===== config.mk =====
export PLATFORM = sky130hd
export DESIGN_NAME = smi_queue
export DESIGN_NICKNAME = d
export VERILOG_FILES = /design/src/hw/rtl/smi_pkg.sv /design/src/hw/rtl/smi_queue.sv
export SDC_FILE = /design/constraint.sdc
export NUM_CORES = 1
export LEC_CHECK = 0
export ABC_AREA = 1
export ABC_CLOCK_PERIOD_IN_PS = 5800
export BUFFER_PORTS_ARGS = -buffer_cell sky130_fd_sc_hd__buf_2
export CAP_MARGIN = 40
export CELL_PAD_IN_SITES_DETAIL_PLACEMENT = 2
export CELL_PAD_IN_SITES_GLOBAL_PLACEMENT = 2
export CORE_MARGIN = 5
export CORE_UTILIZATION = 40
export DETAILED_ROUTE_END_ITERATION = 8
export GPL_TIMING_DRIVEN = 0
export PLACE_DENSITY_LB_ADDON = 0.1
export RECOVER_POWER = 50
export REMOVE_ABC_BUFFERS = 1
export SLEW_MARGIN = 20
export SYNTH_ARGS = -nofsm -noshare
export SYNTH_HDL_FRONTEND = slang
export SYNTH_SLANG_ARGS = --single-unit

===== constraint.sdc =====
create_clock -name clk -period 5.8 [get_ports clk]
set_clock_uncertainty 0.2 [all_clocks]
set_input_delay 1.45 -clock clk [delete_from_list [all_inputs] [get_ports clk]]
set_output_delay 1.45 -clock clk [all_outputs]
set_load 0.05 [all_outputs]

===== src/hw/rtl/smi_pkg.sv =====
`timescale 1ns / 1ps
// ----------------------------------------------------------------------------
// smi_pkg: shared types and constants of the SPIR-V module indexer
// Record and status codes, opcodes the decoder looks at, and the record that
// travels from the decoder through the queue to the table stage.
// ----------------------------------------------------------------------------
package smi_pkg;

	// Fixed widths of the result fields
	localparam int OFF_W  = 20;
	localparam int TYPE_W = 12;

	// Header layout
	localparam int HDR_WORDS      = 5;
	localparam int HDR_BOUND_WORD = 3;

	// Depth of the queue between decoder and table stage (power of two)
	localparam int QUEUE_DEPTH = 4;

	// Opcodes of interest
	localparam logic [15:0] OP_NAME          = 16'd5;
	localparam logic [15:0] OP_MEMBER_NAME   = 16'd6;
	localparam logic [15:0] OP_ENTRY_POINT   = 16'd15;
	localparam logic [15:0] OP_TYPE_VOID     = 16'd19;
	localparam logic [15:0] OP_TYPE_INT      = 16'd21;
	localparam logic [15:0] OP_TYPE_FLOAT    = 16'd22;
	localparam logic [15:0] OP_TYPE_LAST     = 16'd28;
	localparam logic [15:0] OP_TYPE_POINTER  = 16'd32;
	localparam logic [15:0] OP_TYPE_FUNCTION = 16'd33;
	localparam logic [15:0] OP_CONSTANT      = 16'd43;
	localparam logic [15:0] OP_FUNCTION      = 16'd54;
	localparam logic [15:0] OP_VARIABLE      = 16'd59;
	localparam logic [15:0] OP_DECORATE      = 16'd71;

	// Scalar width that marks the 32-bit unsigned int / float
	localparam logic [31:0] SCALAR_BITS_32 = 32'd32;

	typedef enum logic [1:0] {
		REC_NAME,
		REC_DEFINITION,
		REC_DECORATION,
		REC_SUMMARY
	} rec_kind_t;

	typedef enum logic [2:0] {
		ST_OK,
		ST_TOO_SHORT,
		ST_BAD_ID,
		ST_EXTRA_ENTRY,
		ST_NO_ENTRY
	} status_t;

	// One record; prior_link is not part of it and comes from the table stage
	typedef struct packed {
		rec_kind_t          kind;
		logic [31:0]        target_id;
		logic [OFF_W-1:0]   word_offset;
		logic [15:0]        opcode;
		logic [OFF_W-1:0]   types_at;
		logic [OFF_W-1:0]   funcs_at;
		logic [OFF_W-1:0]   names_at;
		logic [TYPE_W-1:0]  int32_type;
		logic [TYPE_W-1:0]  float32_type;
		logic [TYPE_W-1:0]  voidfunc_type;
		status_t            status;
	} cmd_t;

	// Type-declaring opcodes
	function automatic logic is_type_op(input logic [15:0] op);
		is_type_op = (op inside {[OP_TYPE_VOID:OP_TYPE_LAST], OP_TYPE_POINTER,
			OP_TYPE_FUNCTION});
	endfunction

endpackage


===== src/hw/rtl/smi_queue.sv =====
`timescale 1ns / 1ps
// ----------------------------------------------------------------------------
// smi_queue: record queue
// Small FIFO of records between the decoder and the table stage.
// ----------------------------------------------------------------------------
module smi_queue import smi_pkg::*; (
	input  logic clk,
	input  logic arst_n,
	input  logic wr_en,
	input  cmd_t wr_cmd,
	input  logic rd_en,
	output logic rd_valid,
	output cmd_t rd_cmd,
	output logic full
);

	localparam int QA_W = $clog2(QUEUE_DEPTH);

	cmd_t            slot_q [QUEUE_DEPTH];
	logic [QA_W-1:0] wr_ptr_q, rd_ptr_q;
	logic [QA_W:0]   count_q;

	assign full     = (count_q == (QA_W+1)'(QUEUE_DEPTH));
	assign rd_valid = (count_q != '0);
	assign rd_cmd   = slot_q[rd_ptr_q];

	// Pointers and fill count
	always_ff @(posedge clk or negedge arst_n) begin
		if (!arst_n) begin
			wr_ptr_q <= '0;
			rd_ptr_q <= '0;
			count_q  <= '0;
		end else begin
			if (wr_en) begin
				wr_ptr_q <= wr_ptr_q + 1'b1;
			end
			if (rd_en) begin
				rd_ptr_q <= rd_ptr_q + 1'b1;
			end
			if (wr_en && !rd_en) begin
				count_q <= count_q + 1'b1;
			end else if (!wr_en && rd_en) begin
				count_q <= count_q - 1'b1;
			end
		end
	end

	// Storage
	always_ff @(posedge clk) begin
		if (wr_en) begin
			slot_q[wr_ptr_q] <= wr_cmd;
		end
	end

endmodule


== After elaboration in Yosys (flattened, before gate mapping) ==
Memories as Yosys holds them, arrays and structs flattened.
Index checks and enable logic that the tools add are counted.
Operators by class
  $add $sub $neg: 4
  reduce and logical (&&, ||, !) cells: 6
  equal/unequal tests: 1
  multiplexer cells: 4
Operators by type and width (count)
  3-bit two-way mux: 2
  2-bit by 1-bit adder with 2-bit output (second input constant): 2
  3-bit by 1-bit adder with 3-bit output (second input constant): 1
  3-bit == test (second input constant): 1
  3-bit nonzero test: 1
  3-bit by 1-bit subtractor with 3-bit output (second input constant): 1
  1-bit logical AND: 2
  1-bit zero test: 2
  1-bit two-way mux: 2
  2-bit nonzero test: 1
Word-level totals
  logic and storage cells: 19
  memories kept: 1
  output and inout port bits: 171
  flip-flop bits (word level): 7
  RAM bits: 676
  input port bits: 173
Memory list
  slot_q: depth 4, width 169, read ports 1, clocked after memory_dff 0, write ports 1, RTL line smi_queue.sv:19  | cmd_t slot_q [QUEUE_DEPTH];

== Logic depth before layout (Yosys ltp) ==
Gate-level depths: netlist (run 1).
  depth after elaboration: 4
  depth in mapped cells: 9
  depth with buffers taken out: 9

== Worst setup path after synthesis (run 1) ==
OpenSTA, ideal clock, no wires.
  kind: in2reg
  start: input port wr_en
  end: memory slot_q[0][0] (netlist name), enable pin
  stages: 3
  setup slack: 0.070 ns
  library setup time: 0.522 ns
  path buffers: 1
  arrival time: 5.008 ns
  required time: 5.078 ns
  cell sequence: clkbuf_1 > nand2_1 > inv_1
Between the ends
  cells in the longest elaborated chain, start to end: 2
Ends and longest elaborated chain
  start, declared: RTL line smi_queue.sv:9  | input logic wr_en,
  1-bit two-way mux: RTL line smi_queue.sv:50  | if (wr_en) begin
  1-bit two-way mux (implied by the code): RTL line smi_queue.sv:51  | slot_q[wr_ptr_q] <= wr_cmd;
  end, declared: RTL line smi_queue.sv:19
Every way passes these cells.

== Worst setup path after layout (run 1) ==
  start: input port wr_en
  end: memory slot_q[1][44] (netlist name), enable pin
The elaborated chain is that of the path after synthesis.

==> flow_summary_export.csv, run 1 <==
group,metric,value,unit
timing,setup_viol,0,
logic_synthesis,ys_seq_elements,683,
floorplanning,die_w,270,um
critical_path,cp_slowest_cell,"clkinvlp_2",
timing,finalCritPeriodShare,80.4,%
hold_path,hold_depth,2,
clocking,cts-resized-gates,0,
routing,drt_iter0_drc,814,
logic_synthesis,yosysMostFrequentCell,"edfxtp_1",
floorplanning,io_pins,344,
timing,min_period,4.67,ns
power,power.density,622,nW/um2
finish,final_nets,2527,
flow_run,maxCapViolCount,2,
logic_synthesis,synth_edf_count,676,
critical_path,crit_chain,"clkbuf_1, nand2_1, clkinvlp_2, buf_16, buf_16",
timing,rsz0062_at_grt,"false",
clocking,clk_pin_slew,0.06,ns
logic_synthesis,ys_seq_area_share,76.0,%
routing,vias_per_cell,5.06,
outcome,violations,"capacitance limit, slew limit",
floorplanning,core_area,67000,um2
critical_path,reg2reg_from,"wr_ptr_q[1]$_DFFE_PN0P_",
clocking,cts_setup_buffers,0,
logic_synthesis,synth_area,27000,um2
logic_synthesis,synth_top_family_by_area,"compound AO/OA/AOI/OAI gates",
clocking,hold_buffers,0,
critical_path,critPathLaunchType,"input pin",
global_route,grt_max_degree,83,
logic_synthesis,synth_compound_area_share,9.43,%
timing,worstMarginPinSlew,2.35,ns
logic_synthesis,synthCells,2020,
clocking,cts_root_buffer,"clkbuf_16",
clocking,htree_levels,3,
finish,stdcell_count,3288,
timing,slew_violations,75,
routing,firstDrtPassIters,4,
clocking,clock_path_buffers,3,
critical_path,worst_setup_path_end_kind,"flop",
hold_path,hold_end,"count_q[2]$_DFFE_PN0P_",
critical_path,crit_top_cell,"buf_16",
logic_synthesis,synth-xor-area-share,0.130,%
logic_synthesis,synthTopCellsByArea,"edfxtp_1, o211ai_1, nand2_1",
logic_synthesis,synthSimpleGateAreaFrac,7.33,%
global_route,grt.total_usage,19.4,%
clocking,cts_buffers,74,
power,peakVddDrop,445,uV
critical_path,rr_worst_depth,6,
logic_synthesis,synthMuxAreaShare,0,%
global_route,antenna_found_initial,17,
critical_path,critPathRequiredTime,5.88,ns
critical_path,r2r-end,"slot_q[1][44]$_DFFE_PP_",
logic_synthesis,ys.flop_type,"edfxtp_1",
floorplanning,initial_utilization,40.2,%
placed_design,dp.final_hpwl,44700,um
routing,detail-route-antenna-nets,0,
hold_path,hp-class,"flop to flop",
placed_design,dp.cells,3145,
critical_path,crit_fanout,79,
routing,num_vias,16700,
routing,wire_per_inst,21.8,um
logic_synthesis,synthTopCellsByCount,"edfxtp_1, nand2_1, inv_1",
routing,post-route-drc-count,0,
logic_synthesis,yosysTopAreaCell,"edfxtp_1",
finish,drive_above_1_share,12.2,%
logic_synthesis,yosys.area_share.adder,0.306,%
outcome,status,"finished, violations left",
global_route,overflow,0,
hold_path,holdCritStartpoint,"count_q[2]$_DFFE_PN0P_",
routing,wirelength,71800,um
power,power,19800,uW
placed_design,io_buffers,343,
critical_path,reg2reg_setup_slack,1.57,ns
floorplanning,die_y,270,um
placed_design,place.gp.congestion,0.677,
floorplanning,row_count,95,
timing,slew_headroom,-57.4,%
power,p_leak,0.0122,uW
finish,fillers,6611,
logic_synthesis,ys_types,19,
critical_path,path_class,"input pin to flop",
clocking,insertion_delay,0.59,ns
logic_synthesis,syn_avg_cell_area,13.3,um2
global_route,grt_pass1_wl,109000,um
logic_synthesis,yosysWarnings,0,
floorplanning,die-area,72700,um2
critical_path,critPathMaxStageDelay,1.76,ns
global_route,grt_pass1_vias,18800,
placed_design,placed_area,29900,um2
timing,timing.fmax,0.214,GHz
finish,final_area,31900,um2
clocking,numClockSinks,683,
critical_path,crit_arrival,4.74,ns
clocking,cts_tree,"yes",
finish,syn2layout_area_growth,18.3,%
logic_synthesis,synth_top_area_share,75.3,%
timing,final-hold-violation-count,0,
logic_synthesis,async_reset_ff_share,1.02,%
==> power breakdown <==
| group | internal [uW] | switching, uW | total, uW |
|---|---|---|---|
| Clock | 2490 | 1860 | 4350 |
| Sequential | 6460 | 348 | 6810 |
| Combinational | 1910 | 6750 | 8660 |
==> flip-flops by register name (all words and copies together), names as in the netlist <==
| name | flops |
|---|---|
| slot_q | 676 |
| wr_ptr_q | 2 |
| rd_ptr_q | 2 |
| count_q | 3 |
==> how the worst max path moves through the flow <==
| stage | slack, ns | startpoint | to |
|---|---|---|---|
| 5_1_grt | 0.79 | wr_en | slot_q[1][19]$_DFFE_PP_ |
| 2_1_floorplan | -7.56 | rd_ptr_q[0]$_DFFE_PN0P_ | rd_cmd[0] |
| 6_report | 1.13 | wr_en | slot_q[1][44]$_DFFE_PP_ |
| 3_5_place_dp | 1.75 | rd_ptr_q[0]$_DFFE_PN0P_ | rd_cmd[136] |
| 3_3_place_gp | -12.16 | rd_ptr_q[0]$_DFFE_PN0P_ | rd_cmd[74] |
| 4_1_cts | 1.05 | rd_ptr_q[0]$_DFFE_PN0P_ | rd_cmd[63] |
==> logic make-up (layout without fill, tap and decap cells) <==
| family | count (synthesis) | in the layout |
|---|---|---|
| simple gates | 525 | 525 |
| buf+inv | 463 | 846 |
| xor+xnor | 4 | 4 |
| flops | 683 | 683 |
| compound gates | 339 | 339 |
| fa+ha+maj | 6 | 6 |
| other cells | 0 | 12 |
==> layer usage <==
| layer | GRT usage (%) | up-vias | routed length [um] |
|---|---|---|---|
| li1 | - | 7737 | - |
| met4 | 5.65 | 10 | 1910 |
| met5 | 0 | - | 69 |
| met1 | 20.9 | 8505 | 26800 |
| met3 | 5.41 | 108 | 3810 |
| met2 | 37.1 | 290 | 39200 |
==> layout by cell type, fill, tap and decap left out, drive strengths merged <==
master / netlist / layout
o211ai: 338 / 338
fa: 1 / 1
nand2: 521 / 521
clkbuf: 27 / 266
nor2: 1 / 1
nand3: 1 / 1
dfrtp: 7 / 7
edfxtp: 676 / 676
clkinvlp: 0 / 3
clkinv: 0 / 30
diode: 0 / 12
bufinv: 0 / 2
o21ai: 1 / 1
nand4: 1 / 1
buf: 86 / 193
inv: 350 / 352
xnor2: 1 / 1
nor3: 1 / 1
xor2: 3 / 3
ha: 5 / 5
==> critical path: cells and delay by family <==
family                 cells  cell delay [ns]
buffers and inverters      4             3.12
and+or+nand+nor            1             0.13
==> metrics by stage <==
| stage | hold WS, ns | setup slack, ns | TNS, ns | util, % |
|---|---|---|---|---|
| floorplan | 0.242 | -7.56 | -1288.72 | - |
| detailed placement | 0.277 | 1.75 | 0 | 44.6 |
| CTS | 0.291 | 1.05 | 0 | 47.9 |
| finish | 0.287 | 1.13 | 0 | 47.6 |
| global placement | 0.257 | -12.16 | -4270.89 | 43.6 |
| global route | 0.310 | 0.792 | 0 | 47.5 |
==> area by class of cell <==
type / instances / area, um2 / area share, %
diodes: 12 / 30.0 / 0.0942
clock inverters: 37 / 251 / 0.789
well taps: 873 / 1090 / 3.43
multi-input cells: 874 / 4640 / 14.5
clock buffers: 94 / 1970 / 6.18
repair buffers: 365 / 2090 / 6.56
flip-flops and latches: 683 / 20500 / 64.2
inverters: 350 / 1340 / 4.20
Power figures use the tool's default switching activity.
==> run 2, diff against run 1 <==
Settings changed: ABC_CLOCK_PERIOD_IN_PS 5800 to 4190, CORE_UTILIZATION 40 to 36.
Clock period 5.8 ns to 4.19 ns, I/O delays scaled along.
==> flow_summary_export.csv, run 2 (synthesis gave the netlist of run 1 again) <==
group,metric,value,unit
outcome,status,"finished, violations left",
outcome,violations,"capacitance limit, slew limit",
critical_path,critPathMaxStageDelay,0.69,ns
global_route,grt_pass1_vias,18700,
routing,num_vias,16600,
hold_path,hp-class,"input pin to asynchronous set/reset pin",
power,power_frac_comb,44.2,%
critical_path,cp_slowest_cell,"dfrtp_4",
power,power,27900,uW
power,p_leak,0.0124,uW
floorplanning,row_count,100,
routing,wirelength,71800,um
critical_path,crit_chain,"buf_12, buf_12, buf_16, nand2_1, o211ai_1, nand2_1, buf_2",
timing,min_period,4.02,ns
routing,wire_per_inst,21.2,um
power,switching_power,12400,uW
power,p_clk_share,22.4,%
routing,firstDrtPassIters,5,
power,internal-power,15400,uW
timing,slew_headroom,-55.8,%
finish,syn2layout_area_growth,19.6,%
timing,hold_ws,0.153,ns
floorplanning,io_pins,344,
floorplanning,core_area,74300,um2
floorplanning,die_y,284,um
finish,final_nets,2538,
placed_design,place.gp.congestion,0.683,
global_route,overflow,0,
placed_design,io_buffers,343,
finish,stdcell_count,3390,
critical_path,path_class,"flop to output port",
finish,utilization,43.4,%
placed_design,preCtsSetupSlack,0.196,ns
finish,largest_reg_flops,676,
timing,slew_violations,115,
finish,layout_common_cells,"edfxtp_1, nand2_1, inv_1",
critical_path,worst_setup_path_end_kind,"output port",
routing,drt_iter0_drc,732,
floorplanning,die_w,284,um
critical_path,crit_fanout,80,
timing,finalCritPeriodShare,96.0,%
power,peakVddDrop,449,uV
routing,detail-route-antenna-nets,0,
floorplanning,initial_utilization,36.3,%
clocking,clock_path_buffers,3,
clocking,cts_tree,"yes",
global_route,antenna_found_initial,15,
timing,worstMarginPinSlew,2.34,ns
timing,rsz0062_at_grt,"false",
global_route,grt_pass1_wl,110000,um
finish,regMostFlops,"slot_q",
floorplanning,die-area,80400,um2
timing,setup_viol,0,
finish,drive_above_1_share,12.4,%
critical_path,critPathRequiredTime,2.94,ns
critical_path,critPathLaunchType,"flop",
clocking,clk_pin_slew,0.06,ns
flow_run,maxCapViolCount,3,
clocking,hold_buffers,0,
clocking,cts_buffers,78,
timing,fin_ws,0.167,ns
power,power.share.sequential,33.4,%
global_route,grt.total_usage,17.6,%
clocking,htree_levels,3,
timing,final-hold-violation-count,0,
timing,timing.fmax,0.249,GHz
power,swShare,44.7,%
power,power.density,864,nW/um2
routing,post-route-drc-count,0,
routing,vias_per_cell,4.90,
finish,reg.largest.list,"slot_q (676), count_q (3)",
global_route,grt_max_degree,81,
placed_design,dp.final_hpwl,43000,um
placed_design,dp.cells,3243,
critical_path,crit_arrival,2.78,ns
clocking,numClockSinks,683,
clocking,insertion_delay,0.60,ns
finish,final_common_cell,"edfxtp_1",
clocking,cts_root_buffer,"clkbuf_16",
-- run 2: cell types whose count changed in the layout (fill, tap and decap cells not counted), moves of 2 or more --
cell / previous run / this run
buf_12: 2 / 6
bufbuf_16: 0 / 2
bufinv_16: 2 / 4
clkbuf_1: 190 / 195
clkbuf_16: 76 / 78
clkinv_1: 19 / 16
clkinv_2: 10 / 7
clkinv_8: 1 / 3
diode_2: 12 / 8
inv_1: 345 / 347
inv_6: 3 / 1
inv_8: 3 / 1
-- run 2: per-stage QoR --
| step | TNS (ns) | area [um2] |
|---|---|---|
| after floorplan | -2080.89 | 26400 |
| after CTS | 0 | 32500 |
| after global placement | -5410.29 | 29400 |
| after detailed placement | 0 | 30000 |
| final | 0 | 32200 |
| after global routing | 0 | 32200 |
-- run 2: critical path, delay by kind of cell (launching register included) --
family                 cells  cell delay [ns]
and+or+nand+nor            2             0.21
DFF                        1             0.69
AOI/OAI and AO/OA          1             0.10
buffers and inverters      4             1.07
-- run 2: path summary, 6_finish.rpt --
check / slack (ns) / end / cells after the start / startpoint
max reg2reg: 0.54 / slot_q[0][3]$_DFFE_PP_ / 5 / wr_ptr_q[0]$_DFFE_PN0P_
max in group asynchronous: 3.30 / rd_ptr_q[1]$_DFFE_PN0P_ / 1 / arst_n
max: 0.17 / rd_cmd[43] / 7 / rd_ptr_q[0]$_DFFE_PN0P_
min: 0.15 / count_q[0]$_DFFE_PN0P_ / 1 / arst_n
min in group clk: 0.29 / count_q[2]$_DFFE_PN0P_ / 2 / count_q[2]$_DFFE_PN0P_
min reg2reg: 0.29 / count_q[2]$_DFFE_PN0P_ / 2 / count_q[2]$_DFFE_PN0P_
-- run 2: power groups by stage --
| stage | Combinational [uW] | Clock (uW) | Sequential (uW) |
|---|---|---|---|
| finish | 12300 | 6250 | 9310 |
| global route | 13200 | 6790 | 9410 |
| CTS | 12700 | 6480 | 9300 |
| detailed placement | 12300 | 0 | 9540 |
| global placement | 6710 | 0 | 10300 |
| floorplan | 6350 | 0 | 9880 |
-- run 2: what timing repair did --
action / 4_1_cts / 5_1_grt
setup endpoints to repair: 104 / 0
gates resized for setup: 2 / 0
hold endpoints to repair: 0 / 0
setup buffers: 3 / 0
-- run 2: routing by layer --
metal	global-route usage, %	vias up	share of wire (%)
met5	0	-	0.14
met4	4.45	14	1.8
met3	4.75	102	5.3
met2	33.3	270	54
met1	19.7	8478	39
li1	-	7746	-
-- run 2: area by class of cell --
class | instances | area, um2
antenna | 8 | 20.0
clock buffer | 102 | 2040
clock inverter | 32 | 280
fill | 7421 | 42100
inverter | 350 | 1340
multi-input combinational | 874 | 4640
sequential | 683 | 20500
tap | 969 | 1210
timing repair buffer | 372 | 2230
