<file path="src/hw/rtl/smi_pkg.sv">
`timescale 1ns / 1ps
// ----------------------------------------------------------------------------
// smi_pkg: shared types and constants of the SPIR-V module indexer
// Record and status codes, opcodes the decoder looks at, and the record that
// travels from the decoder through the queue to the table stage.
// ----------------------------------------------------------------------------
package smi_pkg;

	// Fixed widths of the result fields
	localparam int OFF_W  = 20;
	localparam int TYPE_W = 12;

	// Header layout
	localparam int HDR_WORDS      = 5;
	localparam int HDR_BOUND_WORD = 3;

	// Depth of the queue between decoder and table stage (power of two)
	localparam int QUEUE_DEPTH = 4;

	// Opcodes of interest
	localparam logic [15:0] OP_NAME          = 16'd5;
	localparam logic [15:0] OP_MEMBER_NAME   = 16'd6;
	localparam logic [15:0] OP_ENTRY_POINT   = 16'd15;
	localparam logic [15:0] OP_TYPE_VOID     = 16'd19;
	localparam logic [15:0] OP_TYPE_INT      = 16'd21;
	localparam logic [15:0] OP_TYPE_FLOAT    = 16'd22;
	localparam logic [15:0] OP_TYPE_LAST     = 16'd28;
	localparam logic [15:0] OP_TYPE_POINTER  = 16'd32;
	localparam logic [15:0] OP_TYPE_FUNCTION = 16'd33;
	localparam logic [15:0] OP_CONSTANT      = 16'd43;
	localparam logic [15:0] OP_FUNCTION      = 16'd54;
	localparam logic [15:0] OP_VARIABLE      = 16'd59;
	localparam logic [15:0] OP_DECORATE      = 16'd71;

	// Scalar width that marks the 32-bit unsigned int / float
	localparam logic [31:0] SCALAR_BITS_32 = 32'd32;

	typedef enum logic [1:0] {
		REC_NAME,
		REC_DEFINITION,
		REC_DECORATION,
		REC_SUMMARY
	} rec_kind_t;

	typedef enum logic [2:0] {
		ST_OK,
		ST_TOO_SHORT,
		ST_BAD_ID,
		ST_EXTRA_ENTRY,
		ST_NO_ENTRY
	} status_t;

	// One record; prior_link is not part of it and comes from the table stage
	typedef struct packed {
		rec_kind_t          kind;
		logic [31:0]        target_id;
		logic [OFF_W-1:0]   word_offset;
		logic [15:0]        opcode;
		logic [OFF_W-1:0]   types_at;
		logic [OFF_W-1:0]   funcs_at;
		logic [OFF_W-1:0]   names_at;
		logic [TYPE_W-1:0]  int32_type;
		logic [TYPE_W-1:0]  float32_type;
		logic [TYPE_W-1:0]  voidfunc_type;
		status_t            status;
	} cmd_t;

	// Type-declaring opcodes
	function automatic logic is_type_op(input logic [15:0] op);
		is_type_op = (op inside {[OP_TYPE_VOID:OP_TYPE_LAST], OP_TYPE_POINTER,
			OP_TYPE_FUNCTION});
	endfunction

endpackage

</file>
<file path="src/hw/rtl/smi_front.sv">
`timescale 1ns / 1ps
// ----------------------------------------------------------------------------
// smi_front: word decoder
// Walks the header and the instruction stream one word per cycle while an item
// is accepted, keeps the layout marks, entry point and type ids, and builds one
// record per item that produces a result.
// ----------------------------------------------------------------------------
module smi_front import smi_pkg::*; #(
	parameter int MAX_IDS  = 4096,
	parameter int POS_BITS = 20
) (
	input  logic        clk,
	input  logic        arst_n,
	input  logic        in_acc,
	input  logic        action,
	input  logic [31:0] word,
	output logic        emit,
	output cmd_t        cmd
);

	localparam int ID_W = $clog2(MAX_IDS);
	localparam logic [POS_BITS-1:0] POS_MAX = {POS_BITS{1'b1}};
	localparam logic [31:0] MAX_IDS_W = 32'(MAX_IDS);

	logic [POS_BITS-1:0] pos_q, pos_d, start_q, start_d;
	logic [15:0]         wii_q, wii_d, op_q, op_d, len_q, len_d;
	logic [ID_W-1:0]     op1_q, op1_d, void_q, void_d;
	logic                op_ok_q, op_ok_d, width_ok_q, width_ok_d;
	logic [31:0]         bound_q, bound_d, ep_id_q, ep_id_d;
	logic                stopped_q, stopped_d;
	logic [POS_BITS-1:0] dstart_q, dstart_d, dend_q, dend_d, pend_q, pend_d;
	logic [POS_BITS-1:0] ep_loc_q, ep_loc_d;
	logic [TYPE_W-1:0]   int_q, int_d, flt_q, flt_d, vfn_q, vfn_d;
	status_t             err_q, err_d;
	logic                id_ok;
	logic [15:0]         wii_inc;
	logic [15:0]         new_op, new_len;

	assign id_ok   = (word < bound_q) && (word < MAX_IDS_W);
	assign wii_inc = wii_q + 16'd1;
	assign new_op  = word[15:0];
	assign new_len = word[31:16];

	// Decode of one item
	always_comb begin
		pos_d      = pos_q;
		start_d    = start_q;
		wii_d      = wii_q;
		op_d       = op_q;
		len_d      = len_q;
		op1_d      = op1_q;
		op_ok_d    = op_ok_q;
		width_ok_d = width_ok_q;
		bound_d    = bound_q;
		stopped_d  = stopped_q;
		dstart_d   = dstart_q;
		dend_d     = dend_q;
		pend_d     = pend_q;
		ep_id_d    = ep_id_q;
		ep_loc_d   = ep_loc_q;
		void_d     = void_q;
		int_d      = int_q;
		flt_d      = flt_q;
		vfn_d      = vfn_q;
		err_d      = err_q;
		emit       = 1'b0;
		cmd        = '0;
		cmd.word_offset = OFF_W'(start_q);

		if (action) begin
			// Summary, then back to the reset state
			emit              = 1'b1;
			cmd.kind          = REC_SUMMARY;
			cmd.target_id     = ep_id_q;
			cmd.word_offset   = OFF_W'(ep_loc_q);
			cmd.types_at      = OFF_W'(dstart_q);
			cmd.funcs_at      = OFF_W'(dend_q);
			cmd.names_at      = OFF_W'(pend_q);
			cmd.int32_type    = int_q;
			cmd.float32_type  = flt_q;
			cmd.voidfunc_type = vfn_q;
			if (pos_q < POS_BITS'(HDR_WORDS)) begin
				cmd.status = ST_TOO_SHORT;
			end else if (err_q != ST_OK) begin
				cmd.status = err_q;
			end else if (ep_id_q == '0) begin
				cmd.status = ST_NO_ENTRY;
			end else begin
				cmd.status = ST_OK;
			end
			pos_d = '0; start_d = '0; wii_d = '0; op_d = '0; len_d = '0;
			op1_d = '0; op_ok_d = 1'b0; width_ok_d = 1'b0; bound_d = '0;
			stopped_d = 1'b0; dstart_d = '0; dend_d = '0; pend_d = '0;
			ep_id_d = '0; ep_loc_d = '0; void_d = '0; int_d = '0; flt_d = '0;
			vfn_d = '0; err_d = ST_OK;
		end else if (pos_q == POS_MAX) begin
			stopped_d = 1'b1;
		end else begin
			pos_d = pos_q + 1'b1;
			if (pos_q < POS_BITS'(HDR_WORDS)) begin
				if (pos_q == POS_BITS'(HDR_BOUND_WORD)) begin
					bound_d = word;
				end
			end else if (!stopped_q) begin
				if (wii_q == '0) begin
					// First word of an instruction
					start_d    = pos_q;
					op_d       = new_op;
					len_d      = new_len;
					op_ok_d    = 1'b0;
					width_ok_d = 1'b0;
					if (new_len == '0) begin
						stopped_d = 1'b1;
					end else begin
						if ((new_op == OP_NAME || new_op == OP_MEMBER_NAME) &&
							pend_q == '0) begin
							pend_d = pos_q;
						end
						if (is_type_op(new_op) && dstart_q == '0) begin
							dstart_d = pos_q;
						end
						if (new_op == OP_FUNCTION && dend_q == '0) begin
							dend_d = pos_q;
						end
						if (new_op == OP_ENTRY_POINT && ep_id_q != '0 &&
							err_q == ST_OK) begin
							err_d = ST_EXTRA_ENTRY;
						end
						wii_d = (new_len == 16'd1) ? 16'd0 : 16'd1;
					end
				end else begin
					// Operand words
					if (wii_q == 16'd1) begin
						if (op_q == OP_NAME) begin
							if (id_ok) begin
								emit          = 1'b1;
								cmd.kind      = REC_NAME;
								cmd.target_id = word;
							end else if (err_q == ST_OK) begin
								err_d = ST_BAD_ID;
							end
						end else if (is_type_op(op_q)) begin
							op1_d   = ID_W'(word);
							op_ok_d = id_ok;
							if (id_ok) begin
								if (op_q == OP_TYPE_VOID) begin
									void_d = ID_W'(word);
								end
								emit          = 1'b1;
								cmd.kind      = REC_DEFINITION;
								cmd.target_id = word;
								cmd.opcode    = op_q;
							end else if (err_q == ST_OK) begin
								err_d = ST_BAD_ID;
							end
						end else if (op_q == OP_DECORATE) begin
							if (id_ok) begin
								emit          = 1'b1;
								cmd.kind      = REC_DECORATION;
								cmd.target_id = word;
							end else if (err_q == ST_OK) begin
								err_d = ST_BAD_ID;
							end
						end
					end else if (wii_q == 16'd2) begin
						case (op_q)
							OP_CONSTANT, OP_FUNCTION, OP_VARIABLE: begin
								if (id_ok) begin
									emit          = 1'b1;
									cmd.kind      = REC_DEFINITION;
									cmd.target_id = word;
									cmd.opcode    = op_q;
								end else if (err_q == ST_OK) begin
									err_d = ST_BAD_ID;
								end
							end
							OP_TYPE_INT: begin
								width_ok_d = (word == SCALAR_BITS_32);
							end
							OP_TYPE_FLOAT: begin
								if (op_ok_q && word == SCALAR_BITS_32) begin
									flt_d = TYPE_W'(op1_q);
								end
							end
							OP_TYPE_FUNCTION: begin
								if (op_ok_q && word == 32'(void_q) && len_q == 16'd3) begin
									vfn_d = TYPE_W'(op1_q);
								end
							end
							OP_ENTRY_POINT: begin
								ep_id_d  = word;
								ep_loc_d = start_q;
							end
							default: begin
							end
						endcase
					end else if (wii_q == 16'd3) begin
						// Signedness word of an int type: unsigned only
						if (op_q == OP_TYPE_INT && op_ok_q && width_ok_q && word == '0) begin
							int_d = TYPE_W'(op1_q);
						end
					end
					wii_d = (wii_inc >= len_q) ? 16'd0 : wii_inc;
				end
			end
		end
	end

	// Decoder state
	always_ff @(posedge clk or negedge arst_n) begin
		if (!arst_n) begin
			pos_q      <= '0;
			start_q    <= '0;
			wii_q      <= '0;
			op_q       <= '0;
			len_q      <= '0;
			op1_q      <= '0;
			op_ok_q    <= 1'b0;
			width_ok_q <= 1'b0;
			bound_q    <= '0;
			stopped_q  <= 1'b0;
			dstart_q   <= '0;
			dend_q     <= '0;
			pend_q     <= '0;
			ep_id_q    <= '0;
			ep_loc_q   <= '0;
			void_q     <= '0;
			int_q      <= '0;
			flt_q      <= '0;
			vfn_q      <= '0;
			err_q      <= ST_OK;
		end else if (in_acc) begin
			pos_q      <= pos_d;
			start_q    <= start_d;
			wii_q      <= wii_d;
			op_q       <= op_d;
			len_q      <= len_d;
			op1_q      <= op1_d;
			op_ok_q    <= op_ok_d;
			width_ok_q <= width_ok_d;
			bound_q    <= bound_d;
			stopped_q  <= stopped_d;
			dstart_q   <= dstart_d;
			dend_q     <= dend_d;
			pend_q     <= pend_d;
			ep_id_q    <= ep_id_d;
			ep_loc_q   <= ep_loc_d;
			void_q     <= void_d;
			int_q      <= int_d;
			flt_q      <= flt_d;
			vfn_q      <= vfn_d;
			err_q      <= err_d;
		end
	end

endmodule

</file>
<file path="config.mk">
export PLATFORM = sky130hd
export DESIGN_NAME = smi_front
export DESIGN_NICKNAME = d
export VERILOG_FILES = /design/src/hw/rtl/smi_pkg.sv /design/src/hw/rtl/smi_front.sv
export SDC_FILE = /design/constraint.sdc
export NUM_CORES = 1
export LEC_CHECK = 0
export ABC_AREA = 1
export BUFFER_PORTS_ARGS = -buffer_cell sky130_fd_sc_hd__clkbuf_2
export CAP_MARGIN = 25
export CORE_MARGIN = 4
export CORE_UTILIZATION = 59
export CTS_CLUSTER_SIZE = 10
export DETAILED_ROUTE_END_ITERATION = 7
export PLACE_DENSITY_LB_ADDON = 0.3
export SLEW_MARGIN = 40
export SYNTH_ARGS = -nofsm -noshare
export SYNTH_HDL_FRONTEND = slang
export SYNTH_SLANG_ARGS = --single-unit
export TNS_END_PERCENT = 10
</file>
<file path="constraint.sdc">
create_clock -name clk -period 3.1 [get_ports clk]
set_input_delay 0.155 -clock clk [delete_from_list [all_inputs] [get_ports clk]]
set_output_delay 0.155 -clock clk [all_outputs]
set_load 0.05 [all_outputs]
</file>
Yosys cells after proc, flatten, opt, wreduce, memory -nomap -nowiden
Cells that the tools add are included.
Word-level totals
  flip-flop bits (word level): 298
  bits in latches: 0
  bits in writable memories: 0
  memory bits (read-only): 0
  word-level logic and storage cells: 329
  memories kept: 0
Cells by class
  add/subtract/negate cells: 2
  $mul: 0
  div/mod/pow operators: 0
  $lt $le $gt $ge: 8
  eq/ne operators: 40
  shift operators: 0
  muxes and demuxes: 190
  bitwise gates (word level): 0
  reductions and logical operators: 69
Operators with widths (number)
  $mux 20: 37
  $mux 12: 45
  $mux 16: 28
  $mux 32: 13
  $mux 34: 12
  $eq 16x6->1 const B: 8
  $mux 99: 1
  $logic_not 32->1: 2
  $logic_not 20->1: 3
  $mux 3: 18
  $eq 16x2->1 const B: 3
  $eq 16x3->1 const B: 3
  $eq 16x5->1 const B: 3
  $reduce_and 9->1: 4
  $reduce_bool 2->1: 18
  $mux 1: 35
  $reduce_and 7->1: 5
  $mux 33: 1
  $eq 16x1->1 const B: 2
  $eq 16x4->1 const B: 2
  $eq 32x12->1: 1
  $eq 32x6->1 const B: 1
  $ge 16x5->1 const B: 2
  $le 16x5->1 const B: 2
  26 further kinds: 60

Depth between registers and ports, before layout
Gate-level depths: netlist of the first run.
  depth in word-level cells: 13
  gate-level depth with buffers: 21
  mapped depth without buffers: 20

Worst setup path before layout of the first run
OpenSTA, ideal clock, no wires.
  path kind: reg2reg
  from: register wii_q[0]
  to: register wii_q[14]
  data arrival time: 2.717 ns
  required time: 3.035 ns
  setup slack: 0.318 ns
  cell stages (with the launch flop): 22
  buffers on the path: 1
  clock period less this slack: 2.782 ns
  path through: dfrtp_1 ha_1 nand2_1 inv_1 nand3_1 nor2_1 nand2_1 nor2_1 nand2_1 nor3_1 xor2_1 ha_1 nand2_1 inv_1 nand3_1 inv_1 a21oi_1 nand3_1 nor3_4 buf_4 nand2_1 nand2_1
Between the ends
  word-level cells in the longest chain between the ends: 8
  elaborated cells between the ends (all ways): 11
  those cells by class: add/sub: 1; order compare: 1; eq/ne: 1; mux: 6; reduce/logical: 2
Ends and longest elaborated chain
  start: declaration: RTL line smi_front.sv:26  | logic [15:0] wii_q, wii_d, op_q, op_d, len_q, len_d;
  start signal: assignment: RTL line smi_front.sv:235  | wii_q <= wii_d;
  $add 16x1->16: RTL line smi_front.sv:40  | assign wii_inc = wii_q + 16'd1;
  $ge 16x16->1: RTL line smi_front.sv:203  | wii_d = (wii_inc >= len_q) ? 16'd0 : wii_inc;
  $mux 16: RTL line smi_front.sv:203
  $mux 16: RTL line smi_front.sv:105  | if (wii_q == '0) begin
  $mux 16: RTL line smi_front.sv:104  | end else if (!stopped_q) begin
  $mux 16: RTL line smi_front.sv:100  | if (pos_q < POS_BITS'(HDR_WORDS)) begin
  $mux 16: RTL line smi_front.sv:96  | end else if (pos_q == POS_MAX) begin
  $mux 16: RTL line smi_front.sv:70  | if (action) begin
Several ways; a longest one is shown, not always the timed one. The select of a mux whose other input is x is not followed.
A chain may end at the register's enable or synchronous reset.

Final worst setup path of the first run
  from: register wii_q[1]
  to: register wii_q[4]
Same word-level chain as after synthesis.

==> flow_metrics.py, run 1 <==
metrics = {
    "outcome": {
        "outcome": "finished, violations left",
        "violations": "negative setup slack",
    },
    "synthesis": {
        "ys_top_cells_by_count": "786 x nand2_1, 328 x inv_1, 297 x dfrtp_1, 183 x o21ai_0, 171 x nor2_1",
        "postSynthAreaPerCell_um2": 7.24,
        "yosys.area.top_type_share": 0.453,
        "netlist_instances": 2265,
        "ys_seq_area_frac": 0.453,
        "synth.most_common_cell": "nand2_1",
        "synth_top_family_by_area": "simple AND/OR/NAND/NOR gates",
        "ys.flop_type": "dfrtp_1",
        "synth-seq-cells": 297,
        "ys.warnings.count": 0,
        "synth-adder-area-share": 0.0404,
        "async_reset_ff_frac": 1.00,
        "synth.area.top_cells": "dfrtp_1 45%, nand2_1 18%, inv_1 7.5%",
        "syn_area_um2": 16400,
        "synthMuxAreaShare": 0,
        "synth_simple_gate_area_share": 0.296,
        "synth_xor_area_frac": 0.00801,
        "synth_top_area_cell": "dfrtp_1",
        "synth_compound_area_frac": 0.0923,
        "synth-edff-count": 0,
        "synthDistinctLibCells": 42,
    },
    "drt": {
        "drt_iter0_drc": 1741,
        "wl_per_cell_um": 17.2,
        "ant_nets": 0,
        "via_per_inst": 5.56,
        "vias": 15700,
        "post-route-drc-count": 0,
        "wl_um": 48800,
        "firstDrtPassIters": 6,
    },
    "power": {
        "power_density_nw_per_um2": 662,
        "p_leak_uw": 0.0107,
        "vdd_ir_drop_max_mv": 0.428,
    },
    "global_route": {
        "track_usage": 0.313,
        "grt_max_degree": 106,
        "busiest_layer": "met2",
        "use_met2": 0.502,
        "grt.overflow.total": 0,
        "grtUsageMet3": 0.0591,
        "grt_pass1_wl_um": 77700,
        "grtUsageMet1": 0.438,
        "grt_pass1_vias": 14900,
        "antenna_found_initial": 0,
    },
    "sta": {
        "slew_violations": 0,
        "setup_viol": 8,
        "period_share": 1.01,
        "fin_hold_ws_ns": 0.00832,
        "worst_slack_ns": -0.0261,
        "period_minus_slack_ns": 3.13,
        "worstMarginPinSlew_ns": 0.746,
        "hold_viol_final": 0,
        "rsz0062_at_grt": "yes",
        "slew-limit-headroom": 0.503,
        "skew_ns": 0.0151,
        "fmax_mhz": 320,
    },
    "floorplan": {
        "design.die.area_um2": 30500,
        "die_x_um": 175,
        "num_rows": 60,
        "ios": 206,
        "start_util": 0.604,
        "core_region_area_um2": 27200,
        "die_h_um": 175,
    },
    "setup_path": {
        "cp_cell_sequence": "ha_2, nand2_1, inv_2, nand3_4, nor2_2, nand2_1, nor2_2, nand2_1, nor3_2, xor2_1, ha_1, nand2_2, inv_2, nand3_4, inv_2, a21oi_2, nand3_2, nor3_4, clkbuf_16, nand2_1, nand2_1",
        "cp.required_ns": 3.54,
        "crit_start": "wii_q[1]",
        "cpPeakStageDelay_ns": 0.40,
        "startpoint_type": "flop",
        "cp-end-kind": "flop",
        "slowest_stage": "dfrtp_1",
        "crit_type": "reg2reg",
        "crit_path_frequent_cell": "nand2_1",
        "crit_arrival_ns": 3.57,
        "r2r-start": "wii_q[1]",
        "critPathMaxFanout": 8,
    },
    "clocking": {
        "clk_pin_slew_ns": 0.05,
        "cts_root_buf": "clkbuf_16",
        "clkSinkCount": 297,
        "htree_levels": 2,
        "cts_buffer_depth": 3,
        "cts_tree": "yes",
        "cts_buffers": 36,
        "clk_latency_ns": 0.51,
    },
    "run": {
        "cap_viol_max_count": 0,
    },
    "hold_path": {
        "min_path_type": "in2reg",
        "holdCritStartpoint": "word[19]",
    },
    "cells_and_area": {
        "seqCellArea_um2": 7430,
        "fin_nets": 2543,
        "area_growth_pct": 15.9,
        "antenna_cells": 0,
        "drive_above_1_share": 0.142,
        "fill_cells": 2233,
        "multi_input_area_um2": 7330,
    },
    "place": {
        "gp_congestion": 0.967,
        "io_buffers": 195,
        "hpwlAfterDp_um": 35600,
        "place_worst_setup_slack_ns": -0.138,
    },
}
per-layer routing:
metal	share of wire	wire (µm)
met1	0.41	19900
met2	0.46	22500
met3	0.097	4740
met4	0.033	1620
met5	0	0
critical path, delay by kind of cell (launching register included):
kind                     cells  cell delay, ns
flip-flops                   1            0.40
XOR/XNOR                     1            0.22
AND/OR/NAND/NOR             13            1.41
adder cells (fa/ha/maj)      2            0.48
AO/OA/AOI/OAI                1            0.14
buffers and inverters        4            0.40
registers in the layout (all words and copies together) (netlist names):
signal,cells
bound_q,32
ep_id_q,32
dend_q,20
dstart_q,20
ep_loc_q,20
pend_q,20
pos_q,20
start_q,20
len_q,16
op_q,16
wii_q,16
flt_q,12
int_q,12
op1_q,12
vfn_q,12
void_q,12
err_q,2
op_ok_q,1
stopped_q,1
width_ok_q,1
stage by stage:
step,cell area (µm²),cells,power (µW),setup TNS (ns),util
floorplan,16400,2274,7590,0,-
global placement,17600,2770,8530,-0.00229,0.649
detailed placement,17700,2772,8650,-1.83,0.651
CTS,18800,2821,12500,0,0.691
global route,19000,2834,13300,-2.17,0.700
finish,19000,2834,12600,-0.104,0.700
path summary, 6_finish.rpt:
check	endpoint	slack (ns)	depth (start not counted)
hold / removal	len_q[3]	0.008	3
setup / recovery	wii_q[4]	-0.03	21
setup reg to reg	wii_q[4]	-0.03	21
max in group asynchronous	wii_q[4]	1.88	4
hold reg to reg	int_q[9]	0.47	2
min in group asynchronous	int_q[1]	0.20	2
logic make-up (layout without fill, tap and decap cells):
group | count (synthesis) | after routing
buffers and inverters | 439 | 627
flip-flops | 297 | 297
other | 1 | 10
adder cells (fa/ha/maj) | 53 | 53
AO/OA/AOI/OAI | 285 | 285
AND/OR/NAND/NOR | 1175 | 1175
XOR/XNOR | 15 | 15
power by group:
group          total (µW)  internal, µW  leakage (µW)  switching [µW]
registers            5130          4600       0.00399             529
logic                3630          1000       0.00621            2630
clock network        3830          2290      0.000505            1540
total               12600          7890        0.0107            4710
cell usage in the layout, fill, tap and decap left out, types with 8 or more instances in the layout:
master     count
nand2_2       13
a21oi_1       51
nor2_4        11
inv_2         11
inv_1        324
ha_1          52
nor3_1        24
dfrtp_1      297
nand4_1       29
nand3_1      111
clkbuf_2     177
o21ai_1       23
clkbuf_16     39
nand2_1      780
conb_1        10
o31ai_1       11
o21ai_0      180
nor2_1       163
clkbuf_4       8
xor2_1        13
buf_4         39
nand3_2        8
buf_2          8
nor4_1        19
cell type report:
cell class | count | share of cell area
clock buffers | 43 | 0.0515
well taps | 372 | 0.0245
multi-input cells | 1538 | 0.385
repair buffers | 245 | 0.0791
clock inverters | 3 | 0.00270
inverters | 336 | 0.0664
flip-flops and latches | 297 | 0.391
repair_timing:
item                                   CTS  global route
endpoints found under the hold margin   67             0
cloned                                   0             1
setup endpoints to repair               29            36
pin swaps                                1            19
hold buffers                             2             0
resized for setup                        3            58
setup buffers                            1            12
(Power assumes the default switching activity.)
==> run 2, diff against run 1 <==
--- a/config.mk
+++ b/config.mk
@@ -5,11 +5,12 @@
 export SDC_FILE = /design/constraint.sdc
 export NUM_CORES = 1
 export LEC_CHECK = 0
-export ABC_AREA = 1
+export ABC_AREA = 0
+export ABC_CLOCK_PERIOD_IN_PS = 3100
 export BUFFER_PORTS_ARGS = -buffer_cell sky130_fd_sc_hd__clkbuf_2
 export CAP_MARGIN = 25
 export CORE_MARGIN = 4
-export CORE_UTILIZATION = 59
+export CORE_UTILIZATION = 35
 export CTS_CLUSTER_SIZE = 10
 export DETAILED_ROUTE_END_ITERATION = 7
 export PLACE_DENSITY_LB_ADDON = 0.3
==> flow_metrics.py, run 2 <==
metrics = {
    "outcome": {
        "violations": "negative setup slack",
        "outcome": "finished, violations left",
    },
    "synthesis": {
        "synth-edff-count": 0,
        "synth-adder-area-share": 0.0418,
        "synthMuxAreaShare": 0.123,
        "synth_top_area_cell": "dfrtp_1",
        "ys.warnings.count": 0,
        "synth_xor_area_frac": 0.0221,
        "ys.flop_type": "dfrtp_1",
        "ys_seq_area_frac": 0.469,
        "synth_compound_area_frac": 0.104,
        "netlist_instances": 1556,
        "synth-seq-cells": 297,
        "syn_area_um2": 15900,
        "synth_top_family_by_area": "simple AND/OR/NAND/NOR gates",
        "synthDistinctLibCells": 70,
        "async_reset_ff_frac": 1.00,
        "postSynthAreaPerCell_um2": 10.2,
        "ys_top_cells_by_count": "297 x dfrtp_1, 146 x mux2_2, 132 x nand2_1, 126 x o21ai_0, 123 x and2_1",
        "synth_simple_gate_area_share": 0.191,
        "yosys.area.top_type_share": 0.469,
        "synth.most_common_cell": "dfrtp_1",
        "synth.area.top_cells": "dfrtp_1 47%, mux2_2 10%, and2_1 4.9%",
    },
    "clocking": {
        "cts_tree": "yes",
        "cts_buffers": 36,
        "cts_root_buf": "clkbuf_16",
        "cts_buffer_depth": 3,
        "clk_latency_ns": 0.52,
        "clk_pin_slew_ns": 0.05,
        "htree_levels": 2,
        "clkSinkCount": 297,
    },
    "drt": {
        "wl_um": 47600,
        "post-route-drc-count": 0,
        "firstDrtPassIters": 6,
        "ant_nets": 0,
        "drt_iter0_drc": 922,
        "via_per_inst": 5.31,
        "wl_per_cell_um": 20.1,
        "vias": 12600,
    },
    "global_route": {
        "antenna_found_initial": 1,
        "track_usage": 0.190,
        "grt_max_degree": 243,
        "grt_pass1_wl_um": 75200,
        "grt.overflow.total": 0,
        "grt_pass1_vias": 12600,
    },
    "run": {
        "cap_viol_max_count": 0,
    },
    "power": {
        "clkPwrFrac": 0.305,
        "pwr-share-comb": 0.288,
        "p_sw_frac": 0.348,
        "p_switching_uw": 4320,
        "power_density_nw_per_um2": 639,
        "seqPwrFrac": 0.407,
        "total_power_uw": 12400,
        "vdd_ir_drop_max_mv": 0.345,
        "p_int_uw": 8090,
        "p_leak_uw": 0.00915,
    },
    "cells_and_area": {
        "fin_nets": 1859,
        "layout_common_cells": "295 x dfrtp_1, 172 x clkbuf_2, 146 x mux2_2",
        "final_common_cell": "dfrtp_1",
        "antenna_cells": 0,
        "fill_cells": 4219,
        "reg.largest.list": "bound_q (32), ep_id_q (32)",
        "area_growth_pct": 22.3,
        "drive_above_1_share": 0.289,
        "design_area_um2": 19400,
    },
    "sta": {
        "fmax_mhz": 306,
        "hold_viol_final": 0,
        "period_minus_slack_ns": 3.26,
        "worstMarginPinSlew_ns": 0.748,
        "slew_violations": 0,
        "setup_viol": 19,
        "rsz0062_at_grt": "yes",
        "period_share": 1.05,
        "worst_slack_ns": -0.165,
        "finalSetupTns_ns": -2.24,
        "fin_hold_ws_ns": 0.0618,
        "slew-limit-headroom": 0.502,
        "skew_ns": 0.00904,
    },
    "floorplan": {
        "die_x_um": 221,
        "num_rows": 77,
        "design.die.area_um2": 48800,
        "core_region_area_um2": 44500,
        "die_h_um": 221,
        "ios": 206,
        "start_util": 0.356,
    },
    "setup_path": {
        "cp_cell_sequence": "nor4_1, and4_2, nand2_1, nand3_2, nor4_4, buf_4, nand3b_1, buf_6, o21ai_1, buf_4, buf_12",
        "cpPeakStageDelay_ns": 0.44,
        "startpoint_type": "flop",
        "crit_path_frequent_cell": "buf_4",
        "cp-end-kind": "output pin",
        "crit_type": "reg2out",
        "cp.required_ns": 2.94,
        "crit_arrival_ns": 3.11,
        "slowest_stage": "dfrtp_1",
        "critPathMaxFanout": 13,
    },
    "hold_path": {
        "min_path_type": "in2reg",
    },
    "place": {
        "io_buffers": 195,
        "dpl_cell_area_um2": 18200,
        "hpwlAfterDp_um": 34500,
        "place_worst_setup_slack_ns": -0.0624,
        "gp_congestion": 0.860,
    },
}
[run 2: kinds of logic after synthesis]
logic type      after synthesis
simple gates                554
buf+inv                     184
xor+xnor                     40
mux                         171
other cells                   1
compound gates              256
flops                       297
fa+ha+maj                    53
[run 2: layout make-up]
type / instances / area [µm²] / area share
Multi-Input combinational cell: 1084 / 7860 / 0.405
Sequential cell: 297 / 7430 / 0.383
Timing Repair Buffer: 270 / 2050 / 0.106
Clock buffer: 45 / 976 / 0.0503
Tap cell: 592 / 741 / 0.0382
Inverter: 81 / 304 / 0.0157
Clock inverter: 2 / 25.0 / 0.00129
[run 2: worst paths after layout]
check                      startpoint           end  slack, ns  depth (start not counted)
setup / recovery             wii_q[5]      cmd[145]      -0.16                         11
hold / removal               word[31]   bound_q[31]       0.06                          4
setup reg to reg             wii_q[0]     wii_q[12]       0.19                         14
hold reg to reg              op1_q[2]      op1_q[2]       0.47                          2
max in group asynchronous      arst_n  ep_loc_q[17]       1.96                          3
min in group asynchronous      arst_n     wii_q[14]       0.22                          2
[run 2: critical path, delay by kind of cell (launching register included)]
| kind | cells | cell delay, ns |
|---|---|---|
| buffers and inverters | 4 | 0.64 |
| DFF | 1 | 0.44 |
| AOI/OAI and AO/OA | 1 | 0.09 |
| and+or+nand+nor | 6 | 1.41 |
[run 2: power groups by stage]
stage | clock network [µW] | registers (µW) | logic (µW)
6_report | 3790 | 5050 | 3570
5_1_grt | 4040 | 5150 | 3890
4_1_cts | 3880 | 5040 | 3580
3_5_place_dp | 0 | 5110 | 3530
3_3_place_gp | 0 | 5090 | 3450
2_1_floorplan | 0 | 4890 | 2530
[run 2: timing repair]
| item | in CTS | in global routing |
|---|---|---|
| endpoints found under the hold margin | 82 | 0 |
| hold buffers | 2 | 0 |
| setup buffers | 1 | 0 |
| endpoints found under the setup margin | 21 | 37 |
| cloned | 0 | 0 |
| pin swaps | 9 | 2 |
| gates resized for setup | 28 | 12 |
[run 2: through the flow]
step,std cells,util
2_1_floorplan,1565,-
3_3_place_gp,2320,0.409
3_5_place_dp,2320,0.409
4_1_cts,2370,0.434
5_1_grt,2371,0.436
6_report,2371,0.436
[run 2: layer usage]
metal,share of wire,wire length [µm],vias to the layer above,track usage
met5,0,0,-,0
met4,0.024,1150,0,0.0501
met3,0.055,2600,73,0.0325
met2,0.46,21800,380,0.305
met1,0.46,22100,6275,0.269
li1,-,-,5860,-
